$ cat src/rtl/core/owm_pkg.sv
`timescale 1ns / 1ps
`default_nettype none
// ----------------------------------------------------------------------------
// owm_pkg
// Shared types and constants of the 1-Wire bus master sequencer.
// ----------------------------------------------------------------------------
package owm_pkg;

	localparam int ScratchBytesDefault = 9;
	localparam int NumRegs             = 7;

	localparam logic [7:0] RESET_LEAD_TICKS = 8'd5;
	localparam logic [7:0] CMD_SKIP_ROM     = 8'hCC;
	localparam logic [7:0] CMD_CONVERT      = 8'h44;
	localparam logic [7:0] CMD_READ_SP      = 8'hBE;
	localparam logic [7:0] SAMPLE_MSB       = 8'h80;

	typedef enum logic [2:0] {
		OP_TICK  = 3'd0,
		OP_RESET = 3'd1,
		OP_WRITE = 3'd2,
		OP_READ  = 3'd3,
		OP_XACT  = 3'd4
	} op_t;

	typedef enum logic [2:0] {
		REG_RESET_LOW     = 3'd0,
		REG_PRESENCE_WAIT = 3'd1,
		REG_RESET_TAIL    = 3'd2,
		REG_READ_SAMPLE   = 3'd3,
		REG_READ_TAIL     = 3'd4,
		REG_SHORT_LOW     = 3'd5,
		REG_LONG_LOW      = 3'd6
	} reg_idx_t;

	typedef enum logic [3:0] {
		PH_IDLE     = 4'd0,
		PH_RST_LEAD = 4'd1,
		PH_RST_LOW  = 4'd2,
		PH_RST_WAIT = 4'd3,
		PH_RST_TAIL = 4'd4,
		PH_WR_LOW   = 4'd5,
		PH_WR_HIGH  = 4'd6,
		PH_RD_LOW   = 4'd7,
		PH_RD_WAIT  = 4'd8,
		PH_RD_TAIL  = 4'd9
	} phase_t;

	typedef enum logic [2:0] {
		STEP_FIRST_SKIP = 3'd0,
		STEP_CONVERT    = 3'd1,
		STEP_RESET2     = 3'd2,
		STEP_SECOND_RST = 3'd3,
		STEP_READ_CMD   = 3'd4,
		STEP_START_RD   = 3'd5,
		STEP_READING    = 3'd6
	} step_t;

	typedef struct packed {
		logic [7:0] reset_low_ticks;
		logic [7:0] presence_wait_ticks;
		logic [7:0] reset_tail_ticks;
		logic [7:0] read_sample_ticks;
		logic [7:0] read_tail_ticks;
		logic [7:0] short_low_ticks;
		logic [7:0] long_low_ticks;
	} cfg_t;

	typedef struct packed {
		phase_t     phase;
		logic [7:0] tick_count;
		logic [2:0] bit_count;
		logic [7:0] shift_byte;
		logic [2:0] command_step;
		logic [3:0] bytes_read;
		logic [1:0] absent_flags;
		logic [2:0] active_operation;
	} state_t;

	typedef struct packed {
		logic [2:0] operation;
		logic [7:0] write_data;
		logic       bus_level;
	} item_t;

	typedef struct packed {
		logic       drive_low;
		logic       busy_res;
		logic       done_res;
		logic       first_absent;
		logic       second_absent;
		logic [7:0] read_byte;
		logic       byte_valid;
		logic       last_byte;
	} res_t;

endpackage
`default_nettype wire

$ cat src/rtl/core/owm_cfg.sv
`timescale 1ns / 1ps
`default_nettype none
// ----------------------------------------------------------------------------
// owm_cfg
// Timing register file, written through a plain write port.
// ----------------------------------------------------------------------------
module owm_cfg (
	input  wire logic          clk,
	input  wire logic          arst_n,
	input  wire logic          cfg_we,
	input  wire logic [2:0]    cfg_index,
	input  wire logic [7:0]    cfg_wdata,
	output owm_pkg::cfg_t      cfg
);

	owm_pkg::cfg_t cfg_q;

	always_ff @(posedge clk or negedge arst_n) begin
		if (!arst_n) begin
			cfg_q.reset_low_ticks     <= 8'd120;
			cfg_q.presence_wait_ticks <= 8'd15;
			cfg_q.reset_tail_ticks    <= 8'd20;
			cfg_q.read_sample_ticks   <= 8'd2;
			cfg_q.read_tail_ticks     <= 8'd11;
			cfg_q.short_low_ticks     <= 8'd2;
			cfg_q.long_low_ticks      <= 8'd10;
		end else if (cfg_we) begin
			case (owm_pkg::reg_idx_t'(cfg_index))
				owm_pkg::REG_RESET_LOW:     cfg_q.reset_low_ticks     <= cfg_wdata;
				owm_pkg::REG_PRESENCE_WAIT: cfg_q.presence_wait_ticks <= cfg_wdata;
				owm_pkg::REG_RESET_TAIL:    cfg_q.reset_tail_ticks    <= cfg_wdata;
				owm_pkg::REG_READ_SAMPLE:   cfg_q.read_sample_ticks   <= cfg_wdata;
				owm_pkg::REG_READ_TAIL:     cfg_q.read_tail_ticks     <= cfg_wdata;
				owm_pkg::REG_SHORT_LOW:     cfg_q.short_low_ticks     <= cfg_wdata;
				owm_pkg::REG_LONG_LOW:      cfg_q.long_low_ticks      <= cfg_wdata;
				default: ;
			endcase
		end
	end

	assign cfg = cfg_q;

endmodule
`default_nettype wire

$ cat src/rtl/core/owm_step.sv
`timescale 1ns / 1ps
`default_nettype none
// ----------------------------------------------------------------------------
// owm_step
// One tick of the bus sequencer: next state and the result of the tick.
// ----------------------------------------------------------------------------
module owm_step #(
	parameter int SCRATCH_BYTES = owm_pkg::ScratchBytesDefault
) (
	input  owm_pkg::state_t st,
	input  owm_pkg::cfg_t   cfg,
	input  owm_pkg::item_t  item,
	output owm_pkg::state_t nxt,
	output owm_pkg::res_t   res
);

	owm_pkg::state_t ns;
	owm_pkg::res_t   r;
	logic [7:0]      len_raw;
	logic [7:0]      len;
	logic            fin;
	logic            last;
	logic [4:0]      read_sum;
	logic            busy;
	logic            drv;
	logic            done;
	logic            emit;
	logic            emit_last;
	logic [7:0]      emit_byte;

	// next state
	always_comb begin
		ns        = st;
		len_raw   = 8'd1;
		len       = 8'd1;
		fin       = 1'b0;
		last      = 1'b0;
		read_sum  = 5'd0;
		busy      = 1'b0;
		drv       = 1'b0;
		done      = 1'b0;
		emit      = 1'b0;
		emit_last = 1'b0;
		emit_byte = 8'd0;

		// command start while idle
		if (ns.phase == owm_pkg::PH_IDLE &&
		    (item.operation == owm_pkg::OP_RESET || item.operation == owm_pkg::OP_WRITE ||
		     item.operation == owm_pkg::OP_READ  || item.operation == owm_pkg::OP_XACT)) begin
			ns.active_operation = item.operation;
			ns.absent_flags     = 2'b00;
			ns.command_step     = owm_pkg::STEP_FIRST_SKIP;
			ns.bytes_read       = 4'd0;
			ns.tick_count       = 8'd0;
			case (owm_pkg::op_t'(item.operation))
				owm_pkg::OP_WRITE: begin
					ns.shift_byte = item.write_data;
					ns.bit_count  = 3'd0;
					ns.phase      = owm_pkg::PH_WR_LOW;
				end
				owm_pkg::OP_READ: begin
					ns.shift_byte = 8'd0;
					ns.bit_count  = 3'd0;
					ns.phase      = owm_pkg::PH_RD_LOW;
				end
				default: ns.phase = owm_pkg::PH_RST_LEAD;
			endcase
		end

		if (ns.phase != owm_pkg::PH_IDLE) begin
			busy = 1'b1;
			drv  = (ns.phase == owm_pkg::PH_RST_LOW) || (ns.phase == owm_pkg::PH_WR_LOW) ||
			       (ns.phase == owm_pkg::PH_RD_LOW);

			case (ns.phase)
				owm_pkg::PH_RST_LEAD: len_raw = owm_pkg::RESET_LEAD_TICKS;
				owm_pkg::PH_RST_LOW:  len_raw = cfg.reset_low_ticks;
				owm_pkg::PH_RST_WAIT: len_raw = cfg.presence_wait_ticks;
				owm_pkg::PH_RST_TAIL: len_raw = cfg.reset_tail_ticks;
				owm_pkg::PH_WR_LOW:   len_raw = ns.shift_byte[0] ? cfg.short_low_ticks
				                                                 : cfg.long_low_ticks;
				owm_pkg::PH_WR_HIGH:  len_raw = ns.shift_byte[0] ? cfg.long_low_ticks
				                                                 : cfg.short_low_ticks;
				owm_pkg::PH_RD_WAIT:  len_raw = cfg.read_sample_ticks;
				owm_pkg::PH_RD_TAIL:  len_raw = cfg.read_tail_ticks;
				default:              len_raw = 8'd1;
			endcase
			len = (len_raw == 8'd0) ? 8'd1 : len_raw;

			// presence sample
			if (ns.tick_count == 8'd0 && ns.phase == owm_pkg::PH_RST_TAIL && item.bus_level) begin
				if (ns.active_operation == owm_pkg::OP_XACT &&
				    ns.command_step == owm_pkg::STEP_SECOND_RST)
					ns.absent_flags[1] = 1'b1;
				else
					ns.absent_flags[0] = 1'b1;
			end
			// read bit sample
			if (ns.tick_count == 8'd0 && ns.phase == owm_pkg::PH_RD_TAIL)
				ns.shift_byte = (ns.shift_byte >> 1) | (item.bus_level ? owm_pkg::SAMPLE_MSB : 8'd0);

			ns.tick_count = ns.tick_count + 8'd1;
			if (ns.tick_count >= len) begin
				ns.tick_count = 8'd0;
				case (ns.phase)
					owm_pkg::PH_RST_LEAD: ns.phase = owm_pkg::PH_RST_LOW;
					owm_pkg::PH_RST_LOW:  ns.phase = owm_pkg::PH_RST_WAIT;
					owm_pkg::PH_RST_WAIT: ns.phase = owm_pkg::PH_RST_TAIL;
					owm_pkg::PH_WR_LOW:   ns.phase = owm_pkg::PH_WR_HIGH;
					owm_pkg::PH_RD_LOW:   ns.phase = owm_pkg::PH_RD_WAIT;
					owm_pkg::PH_RD_WAIT:  ns.phase = owm_pkg::PH_RD_TAIL;
					owm_pkg::PH_WR_HIGH: begin
						ns.shift_byte = ns.shift_byte >> 1;
						ns.bit_count  = ns.bit_count + 3'd1;
						if (ns.bit_count == 3'd0) fin = 1'b1;
						else ns.phase = owm_pkg::PH_WR_LOW;
					end
					owm_pkg::PH_RD_TAIL: begin
						ns.bit_count = ns.bit_count + 3'd1;
						if (ns.bit_count == 3'd0) fin = 1'b1;
						else ns.phase = owm_pkg::PH_RD_LOW;
					end
					default: fin = 1'b1;
				endcase
			end

			// end of a reset, byte write or byte read
			if (fin) begin
				if (ns.active_operation != owm_pkg::OP_XACT) begin
					if (ns.active_operation == owm_pkg::OP_READ) begin
						emit      = 1'b1;
						emit_byte = ns.shift_byte;
						emit_last = 1'b1;
					end
					ns.phase      = owm_pkg::PH_IDLE;
					ns.tick_count = 8'd0;
					done          = 1'b1;
				end else begin
					ns.tick_count = 8'd0;
					ns.bit_count  = 3'd0;
					case (ns.command_step)
						owm_pkg::STEP_FIRST_SKIP: begin
							ns.command_step = owm_pkg::STEP_CONVERT;
							ns.shift_byte   = owm_pkg::CMD_SKIP_ROM;
							ns.phase        = owm_pkg::PH_WR_LOW;
						end
						owm_pkg::STEP_CONVERT: begin
							ns.command_step = owm_pkg::STEP_RESET2;
							ns.shift_byte   = owm_pkg::CMD_CONVERT;
							ns.phase        = owm_pkg::PH_WR_LOW;
						end
						owm_pkg::STEP_RESET2: begin
							ns.command_step = owm_pkg::STEP_SECOND_RST;
							ns.bit_count    = st.bit_count;
							ns.phase        = owm_pkg::PH_RST_LEAD;
						end
						owm_pkg::STEP_SECOND_RST: begin
							ns.command_step = owm_pkg::STEP_READ_CMD;
							ns.shift_byte   = owm_pkg::CMD_SKIP_ROM;
							ns.phase        = owm_pkg::PH_WR_LOW;
						end
						owm_pkg::STEP_READ_CMD: begin
							ns.command_step = owm_pkg::STEP_START_RD;
							ns.shift_byte   = owm_pkg::CMD_READ_SP;
							ns.phase        = owm_pkg::PH_WR_LOW;
						end
						owm_pkg::STEP_START_RD: begin
							ns.command_step = owm_pkg::STEP_READING;
							ns.bytes_read   = 4'd0;
							ns.shift_byte   = 8'd0;
							ns.phase        = owm_pkg::PH_RD_LOW;
						end
						default: begin
							read_sum      = {1'b0, ns.bytes_read} + 5'd1;
							last          = read_sum >= 5'(SCRATCH_BYTES);
							emit          = 1'b1;
							emit_byte     = ns.shift_byte;
							emit_last     = last;
							ns.bytes_read = read_sum[3:0];
							if (last) begin
								ns.phase = owm_pkg::PH_IDLE;
								done     = 1'b1;
							end else begin
								ns.shift_byte = 8'd0;
								ns.phase      = owm_pkg::PH_RD_LOW;
							end
						end
					endcase
				end
			end
		end
	end

	// result of the tick
	always_comb begin
		r               = '0;
		r.drive_low     = drv;
		r.busy_res      = busy;
		r.done_res      = done;
		r.first_absent  = ns.absent_flags[0];
		r.second_absent = ns.absent_flags[1];
		if (emit) begin
			r.read_byte  = emit_byte;
			r.byte_valid = 1'b1;
			r.last_byte  = emit_last;
		end
	end

	assign nxt = ns;
	assign res = r;

endmodule
`default_nettype wire

$ cat src/rtl/core/one_wire_master_sequencer.sv
`timescale 1ns / 1ps
`default_nettype none
// ----------------------------------------------------------------------------
// one_wire_master_sequencer
// Tick-stepped 1-Wire bus master with reset, byte write, byte read and a
// scratchpad read transaction.
// ----------------------------------------------------------------------------
// Each input transfer is one bus tick and yields exactly one result transfer.
// The block takes one tick per clock cycle while the result register can
// advance; a tick passes an input register and then the sequencer logic into
// a result register, from which its result is offered. While a result waits,
// a tick is still taken as long as the input register is free. The user must
// write timing registers only while no command is running and no tick or
// result is held inside the block; the block itself does not enforce this.
module one_wire_master_sequencer #(
	parameter int SCRATCH_BYTES = owm_pkg::ScratchBytesDefault
) (
	input  wire logic       clk,
	input  wire logic       arst_n,
	input  wire logic       in_valid,
	output logic            in_ready,
	input  wire logic [2:0] operation,
	input  wire logic [7:0] write_data,
	input  wire logic       bus_level,
	output logic            out_valid,
	input  wire logic       out_ready,
	output logic            drive_low,
	output logic            busy_res,
	output logic            done_res,
	output logic            first_absent,
	output logic            second_absent,
	output logic [7:0]      read_byte,
	output logic            byte_valid,
	output logic            last_byte,
	input  wire logic       cfg_we,
	input  wire logic [2:0] cfg_index,
	input  wire logic [7:0] cfg_wdata
);

	owm_pkg::cfg_t   cfg;
	owm_pkg::state_t state_q;
	owm_pkg::state_t state_nxt;
	owm_pkg::item_t  item_s1;
	owm_pkg::res_t   res_nxt;
	owm_pkg::res_t   res_s2;
	logic            valid_s1;
	logic            valid_s2;
	logic            adv_s2;
	logic            step_en;

	owm_cfg u_cfg (
		.clk       (clk),
		.arst_n    (arst_n),
		.cfg_we    (cfg_we),
		.cfg_index (cfg_index),
		.cfg_wdata (cfg_wdata),
		.cfg       (cfg)
	);

	owm_step #(
		.SCRATCH_BYTES (SCRATCH_BYTES)
	) u_step (
		.st   (state_q),
		.cfg  (cfg),
		.item (item_s1),
		.nxt  (state_nxt),
		.res  (res_nxt)
	);

	assign adv_s2   = !valid_s2 || out_ready;
	assign in_ready = !valid_s1 || adv_s2;
	assign step_en  = valid_s1 && adv_s2;

	// input register
	always_ff @(posedge clk or negedge arst_n) begin
		if (!arst_n) begin
			valid_s1 <= 1'b0;
		end else if (in_ready) begin
			valid_s1 <= in_valid;
		end
	end

	always_ff @(posedge clk) begin
		if (in_valid && in_ready) begin
			item_s1.operation  <= operation;
			item_s1.write_data <= write_data;
			item_s1.bus_level  <= bus_level;
		end
	end

	// sequencer state
	always_ff @(posedge clk or negedge arst_n) begin
		if (!arst_n) begin
			state_q <= '{phase: owm_pkg::PH_IDLE, default: '0};
		end else if (step_en) begin
			state_q <= state_nxt;
		end
	end

	// result register
	always_ff @(posedge clk or negedge arst_n) begin
		if (!arst_n) begin
			valid_s2 <= 1'b0;
		end else if (adv_s2) begin
			valid_s2 <= valid_s1;
		end
	end

	always_ff @(posedge clk) begin
		if (step_en) begin
			res_s2 <= res_nxt;
		end
	end

	assign out_valid     = valid_s2;
	assign drive_low     = res_s2.drive_low;
	assign busy_res      = res_s2.busy_res;
	assign done_res      = res_s2.done_res;
	assign first_absent  = res_s2.first_absent;
	assign second_absent = res_s2.second_absent;
	assign read_byte     = res_s2.read_byte;
	assign byte_valid    = res_s2.byte_valid;
	assign last_byte     = res_s2.last_byte;

	a_idle_counter_clear: assert property (@(posedge clk) disable iff (!arst_n)
		state_q.phase == owm_pkg::PH_IDLE |-> state_q.tick_count == 8'd0)
		else $error("tick counter not clear while idle");

	a_drive_needs_busy: assert property (@(posedge clk) disable iff (!arst_n)
		out_valid && drive_low |-> busy_res)
		else $error("line driven outside a command");

	a_done_needs_busy: assert property (@(posedge clk) disable iff (!arst_n)
		out_valid && done_res |-> busy_res)
		else $error("done without a running command");

	a_no_byte_no_data: assert property (@(posedge clk) disable iff (!arst_n)
		out_valid && !byte_valid |-> read_byte == 8'd0 && !last_byte)
		else $error("read data without a completed byte");

endmodule
`default_nettype wire

$ cat config.mk
export PLATFORM = sky130hd
export DESIGN_NAME = one_wire_master_sequencer
export DESIGN_NICKNAME = d
export VERILOG_FILES = /design/src/rtl/core/owm_pkg.sv /design/src/rtl/core/owm_cfg.sv /design/src/rtl/core/owm_step.sv /design/src/rtl/core/one_wire_master_sequencer.sv
export SDC_FILE = /design/constraint.sdc
export NUM_CORES = 1
export LEC_CHECK = 0
export ABC_CLOCK_PERIOD_IN_PS = 4300
export BUFFER_PORTS_ARGS = -buffer_cell sky130_fd_sc_hd__clkbuf_2
export CAP_MARGIN = 20
export CORE_MARGIN = 2
export CORE_UTILIZATION = 55
export CTS_BUF_LIST = sky130_fd_sc_hd__clkbuf_4 sky130_fd_sc_hd__clkbuf_8 sky130_fd_sc_hd__clkbuf_16
export DETAILED_ROUTE_END_ITERATION = 16
export GPL_ROUTABILITY_DRIVEN = 0
export MAX_ROUTING_LAYER = met4
export PLACE_DENSITY = 0.85
export SLEW_MARGIN = 20
export SYNTH_ARGS = -nofsm -noshare
export SYNTH_HDL_FRONTEND = slang
export SYNTH_SLANG_ARGS = --single-unit
$ cat constraint.sdc
create_clock -name clk -period 4.3 [get_ports clk]
set_input_delay 0.215 -clock clk [delete_from_list [all_inputs] [get_ports clk]]
set_output_delay 0.215 -clock clk [all_outputs]
set_load 0.005 [all_outputs]
==> impl_metrics.toml, run 1 <==
[run_status]
status = "finished with violations"
violations = "negative setup slack"

[floorplanning]
core-area_sq_um = 11900
row_count = 40
dieArea_sq_um = 12900
ios = 45
start_util_pct = 55.7
die_h_um = 114
die_x_um = 114

[pwr]
power.switching_mw = 2.41
p_seq_share_pct = 27.8
total_power_mw = 5.89
p_per_area_nw_per_um2 = 712
switching_share_pct = 40.9
p_leak_nw = 3.43
peakVddDrop_mv = 0.418
p_int_mw = 3.48
clkPwrFrac_pct = 23.9
p_comb_share_pct = 48.3

[timing]
fmax_ghz = 0.221
finalCritPeriodShare_pct = 105
setup_slack_ps = -224
maxSlewViolCount = 0
timing_hold_violations_final = 0
skew_ps = 10.2
setup_viol = 13
tightest_slew_ps = 967
finalCriticalPeriod_ps = 4520
max_slew_margin_pct = 35.4

[final_layout]
final_util_pct = 69.4
final_area_sq_um = 8270
drive_gt1_share_pct = 33.1
n_antenna_cell = 0
nets = 774
area_delta_synth_final_pct = 24.8

[setup_path]
end_kind = "flop"
cp.required_ps = 4660
path_max_fanout = 7
rrSetupSlack_ps = -220
worstSetupPathType = "reg -> reg"
cp.arrival_ps = 4880
worstSetupStartpointType = "flop"

[flow_run]
maxCapViolCount = 0

[drt]
drc = 0
vias = 6239
wl_per_cell_um = 23.0
vias_per_cell = 6.99
drtAntennaViolNets = 0
totalWireLength_mm = 20.5
drt_iter0_drc = 973
first_pass_iters = 8

[grt]
met3_usage_pct = 7.92
met1_usage_pct = 39.1
grt_max_degree = 49
antenna_found_initial = 0
grt_most_used_layer = "met2"
overflow = 0
grt_pass1_wl_mm = 30.9
grtUsageTotal_pct = 32.0
grt_pass1_vias = 6044
grt_util_met2_pct = 48.9

[logic_synthesis]
synth_nets = 673
synth_edf_count = 27
synthArstFlopShare_pct = 77.5
syn_inst = 632
synth_seq_area_share_pct = 47.7
ys_ff_latch = 120
synth_area_sq_um = 6630
yosys_warnings = 0
synth.distinct_cells = 71
syn_avg_cell_area_sq_um = 10.5
synth_ff_type = "dfrtp_1"

[clock_tree]
cts_tree = "built"
cts.path.max_buffers = 2
cts_buffers = 17
clk_latency_ps = 430
clk_pin_slew_ps = 50
htree_levels = 4
root_buffer = "clkbuf_16"
cts_sinks = 120

[place]
dpl_cell_area_sq_um = 7260
hpwl_mm = 12.5
dp_worst_setup_slack_ps = -271
port_buffers = 44

[min_path]
min_path_type = "in -> reg"
[cells in the final DEF, fill, tap and decap left out, types with 18 or more instances in the layout]
master	instances
mux2_2	59
clkbuf_16	18
clkbuf_2	43
a21oi_1	28
buf_4	55
dfrtp_1	76
o21ai_0	38
nand2_1	57
edfxtp_1	27
nor2_1	39
[metrics by stage]
step / cells / TNS [ps] / hold WS, ps
3_3_place_gp: 840 / 0 / 261
6_report: 893 / -852 / 92.1
3_5_place_dp: 840 / -4270 / 269
4_1_cts: 888 / 0 / 82.5
2_1_floorplan: 632 / 0 / -80.6
5_1_grt: 893 / -2020 / 132
[area by class of cell]
type | count | area [sq um]
clock buffers | 25 | 528
well taps | 147 | 184
inverters | 14 | 52.6
clock inverters | 7 | 67.6
fillers | 780 | 3640
flip-flops and latches | 120 | 3160
repair buffers | 113 | 779
multi-input cells | 467 | 3500
[cells by family (layout without fill, tap and decap cells)]
group,Yosys count,in the layout,synth area share (%)
DFF,120,120,47.7
buffers and inverters,46,159,2.96
and+or+nand+nor,200,200,15.5
AOI/OAI and AO/OA,175,176,18.7
xor gates and xnor gates,8,8,1.06
adders and majority gates,13,13,2.45
muxes,70,70,11.7
[per-layer routing]
layer,up-vias,share of wire [%]
met1,2951,36
met5,-,0
li1,2582,-
met4,0,6.9
met2,525,46
met3,181,11
[timing repair]
item                                   4_1_cts  5_1_grt
hold buffers                                14        0
cloned                                       1        0
setup buffers                                1        5
endpoints found under the hold margin       49        0
pin swaps                                    1        7
setup endpoints to repair                   35       32
gates resized for setup                     13       28
[state kept, by name (all words and copies together) (netlist names)]
signal,cells
item_s1,12
state_q,35
byte_valid,1
drive_low,1
busy_res,1
read_byte,8
out_valid,1
u_cfg.cfg,56
second_absent,1
last_byte,1
first_absent,1
valid_s1,1
done_res,1
[cells in the mapped netlist (all sizes together), types with 4 or more instances]
cell / n / area, sq um
o22ai: 6 / 51.3
edfxtp: 27 / 811
a221oi: 8 / 70.1
a211oi: 4 / 30.0
inv: 13 / 48.8
o21ai: 43 / 215
a31oi: 9 / 56.3
ha: 13 / 163
or2: 4 / 25.0
nand4: 6 / 37.5
nand2b: 13 / 81.3
mux2: 59 / 664
a22oi: 9 / 67.6
xor2: 5 / 43.8
a22o: 6 / 52.6
dfrtp: 76 / 1900
buf: 6 / 46.3
and2: 12 / 77.6
and3: 7 / 43.8
nand4b: 4 / 35.0
o21a: 5 / 37.5
mux2i: 11 / 110
a21oi: 29 / 145
o211ai: 11 / 87.6
nand3: 17 / 85.1
dfstp: 17 / 447
nor3: 9 / 61.3
clkbuf: 26 / 97.6
nor2: 42 / 158
nor2b: 5 / 31.3
nand2: 58 / 218
nor3b: 8 / 60.1
o31ai: 10 / 75.1
nor4: 7 / 50.1
[power groups by stage]
stage / Clock (mW) / Sequential, mW / Combinational, mW
after CTS: 1.41 / 1.62 / 2.32
final: 1.41 / 1.64 / 2.84
after detailed placement: 0 / 1.62 / 2.11
after global routing: 1.47 / 1.66 / 2.96
after global placement: 0 / 1.61 / 2.03
after floorplan: 0 / 1.56 / 1.47
[critical path: stages, from the launching register on]
cell,delay (ps)
dfrtp_1,420
or4_4,590
nor4_4,330
a21oi_2,120
mux2i_2,200
buf_6,200
a221oi_2,360
nand3_1,170
o21ai_1,180
ha_1,240
nand2b_4,150
a31oi_4,230
o21a_4,240
nor2_2,90
a21oi_1,310
a31oi_1,130
o311ai_1,330
buf_4,170
[path summary, 6_finish.rpt]
path | start | to | depth (start not counted)
setup / recovery | state_q[31] | state_q[32] | 17
hold / removal | out_ready | out_valid | 3
setup reg to reg | state_q[31] | state_q[32] | 17
hold reg to reg | state_q[21] | state_q[21] | 2
max in group asynchronous | arst_n | u_cfg.cfg[45] | 3
min in group asynchronous | arst_n | state_q[18] | 2
Power figures use the tool's default switching activity.
==> run 2: changes to the inputs <==
--- a/config.mk
+++ b/config.mk
@@ -9,12 +9,13 @@
 export BUFFER_PORTS_ARGS = -buffer_cell sky130_fd_sc_hd__clkbuf_2
 export CAP_MARGIN = 20
 export CORE_MARGIN = 2
-export CORE_UTILIZATION = 55
+export CORE_UTILIZATION = 45
 export CTS_BUF_LIST = sky130_fd_sc_hd__clkbuf_4 sky130_fd_sc_hd__clkbuf_8 sky130_fd_sc_hd__clkbuf_16
 export DETAILED_ROUTE_END_ITERATION = 16
 export GPL_ROUTABILITY_DRIVEN = 0
 export MAX_ROUTING_LAYER = met4
-export PLACE_DENSITY = 0.85
+export PLACE_DENSITY = 0.74
+export SKIP_CTS_REPAIR_TIMING = 1
 export SLEW_MARGIN = 20
 export SYNTH_ARGS = -nofsm -noshare
 export SYNTH_HDL_FRONTEND = slang
==> run 2 against run 1 <==
Against the previous run: the run ends with negative hold slack left; cell count rose by 4.7%; critical endpoint is now state_q[12]; register-to-register slack gained 310 ps; largest cell class unchanged; die area is 21% higher.
==> impl_metrics.toml, run 2 (synthesis gave the netlist of run 1 again) <==
[drt]
vias = 5629
totalWireLength_mm = 17.7
wl_per_cell_um = 18.9
drtAntennaViolNets = 0
vias_per_cell = 6.02
first_pass_iters = 5
drc = 0
drt_iter0_drc = 559

[pwr]
clkPwrFrac_pct = 24.7
p_comb_share_pct = 46.1
p_int_mw = 3.35
p_seq_share_pct = 29.2
peakVddDrop_mv = 0.365
p_leak_nw = 3.43
p_per_area_nw_per_um2 = 671
switching_share_pct = 39.8
power.switching_mw = 2.22

[clock_tree]
clk_pin_slew_ps = 60
clk_latency_ps = 430
cts_sinks = 120
cts_tree = "built"
cts.path.max_buffers = 2
cts_buffers = 17
root_buffer = "clkbuf_16"
htree_levels = 4

[floorplanning]
dieArea_sq_um = 15700
die_x_um = 125
ios = 45
die_h_um = 125
core-area_sq_um = 14500
start_util_pct = 45.8
row_count = 44

[timing]
whs_ps = -5.97
setup_viol = 0
skew_ps = 9.68
tightest_slew_ps = 678
max_slew_margin_pct = 54.6
finalSetupTns_ps = 0
setup_slack_ps = 88.2
finalCritPeriodShare_pct = 97.9
timing_hold_violations_final = 1
maxSlewViolCount = 0
fmax_ghz = 0.237
finalCriticalPeriod_ps = 4210

[setup_path]
worstSetupPathType = "reg -> reg"
cp.required_ps = 4660
cp_slowest_cell = "or4_4"
cp.arrival_ps = 4570
path_cells = "or4_4 -> nor4_4 -> a21oi_4 -> mux2i_4 -> a221oi_4 -> ha_1 -> a2111o_1 -> a31oi_4 -> o21a_2 -> a2111oi_4 -> a21o_1 -> buf_4 -> a21oi_1 -> o22a_1"
path_buf_inv = 1
end_kind = "flop"
path_max_fanout = 8
max_stage_delay_ps = 570
path_delay_family = "compound AO/OA/AOI/OAI gates"
worstSetupStartpointType = "flop"

[run_status]
violations = "negative hold slack"
status = "finished with violations"

[place]
hpwl_mm = 12.4
dp_worst_setup_slack_ps = -305
dpl_cell_area_sq_um = 7350
port_buffers = 44

[final_layout]
final_common_cell = "dfrtp_1"
largest_reg_flops = 56
mostFrequentLayoutCells = "dfrtp_1 (76), buf_4 (61), mux2_2 (59)"
n_antenna_cell = 0
drive_gt1_share_pct = 33.6
final_area_sq_um = 8300
area_delta_synth_final_pct = 25.2
nets = 779

[grt]
overflow = 0
grt_pass1_wl_mm = 28.4
antenna_found_initial = 0
grtUsageTotal_pct = 23.4
grt_max_degree = 53
grt_pass1_vias = 5664

[min_path]
min_path_type = "in -> reg"

[flow_run]
maxCapViolCount = 0
## run 2: changes by cell type in the layout (fill, tap and decap cells not counted), sizes merged
cell / change
clkinvlp: -1
clkbuf: -7
dlygate4sd3: -1
inv: +8
buf: +6
## run 2: power groups by stage
stage | clock [mW] | combinational (mW) | sequential [mW]
2_1_floorplan | 0 | 1.47 | 1.56
5_1_grt | 1.44 | 2.76 | 1.65
3_5_place_dp | 0 | 2.19 | 1.63
3_3_place_gp | 0 | 2.13 | 1.61
6_report | 1.37 | 2.57 | 1.63
4_1_cts | 1.39 | 2.21 | 1.61
## run 2: metrics by stage
stage / total power, mW / std cells / utilization [%]
after floorplan: 3.02 / 632 / -
final: 5.57 / 935 / 57.3
after global routing: 5.85 / 935 / 57.3
after detailed placement: 3.81 / 883 / 50.8
after global placement: 3.74 / 883 / 50.8
after CTS: 5.21 / 915 / 54.7
## run 2: per-layer routing
layer	part of all wire [%]	global-route usage, %	vias up
met5	0	-	-
met4	3.6	11.3	0
met3	6.7	6.55	60
met2	49	36.6	227
met1	41	27.9	2745
li1	-	-	2597
## run 2: final timing paths
check	start	endpoint	slack, ps	cells after the start
hold reg to reg	state_q[19]	state_q[19]	490	2
max in group asynchronous	arst_n	u_cfg.cfg[3]	2930	3
setup / recovery	state_q[31]	state_q[12]	90	14
hold / removal	in_valid	valid_s1	-6	2
setup reg to reg	state_q[31]	state_q[12]	90	14
min in group asynchronous	arst_n	state_q[18]	370	2
## run 2: layout make-up
class | instances | area, sq um
sequential | 120 | 3160
clock buffer | 18 | 439
clock inverter | 14 | 134
fill | 1214 | 6180
tap | 184 | 230
multi-input combinational | 467 | 3470
timing repair buffer | 118 | 815
inverter | 14 | 52.6
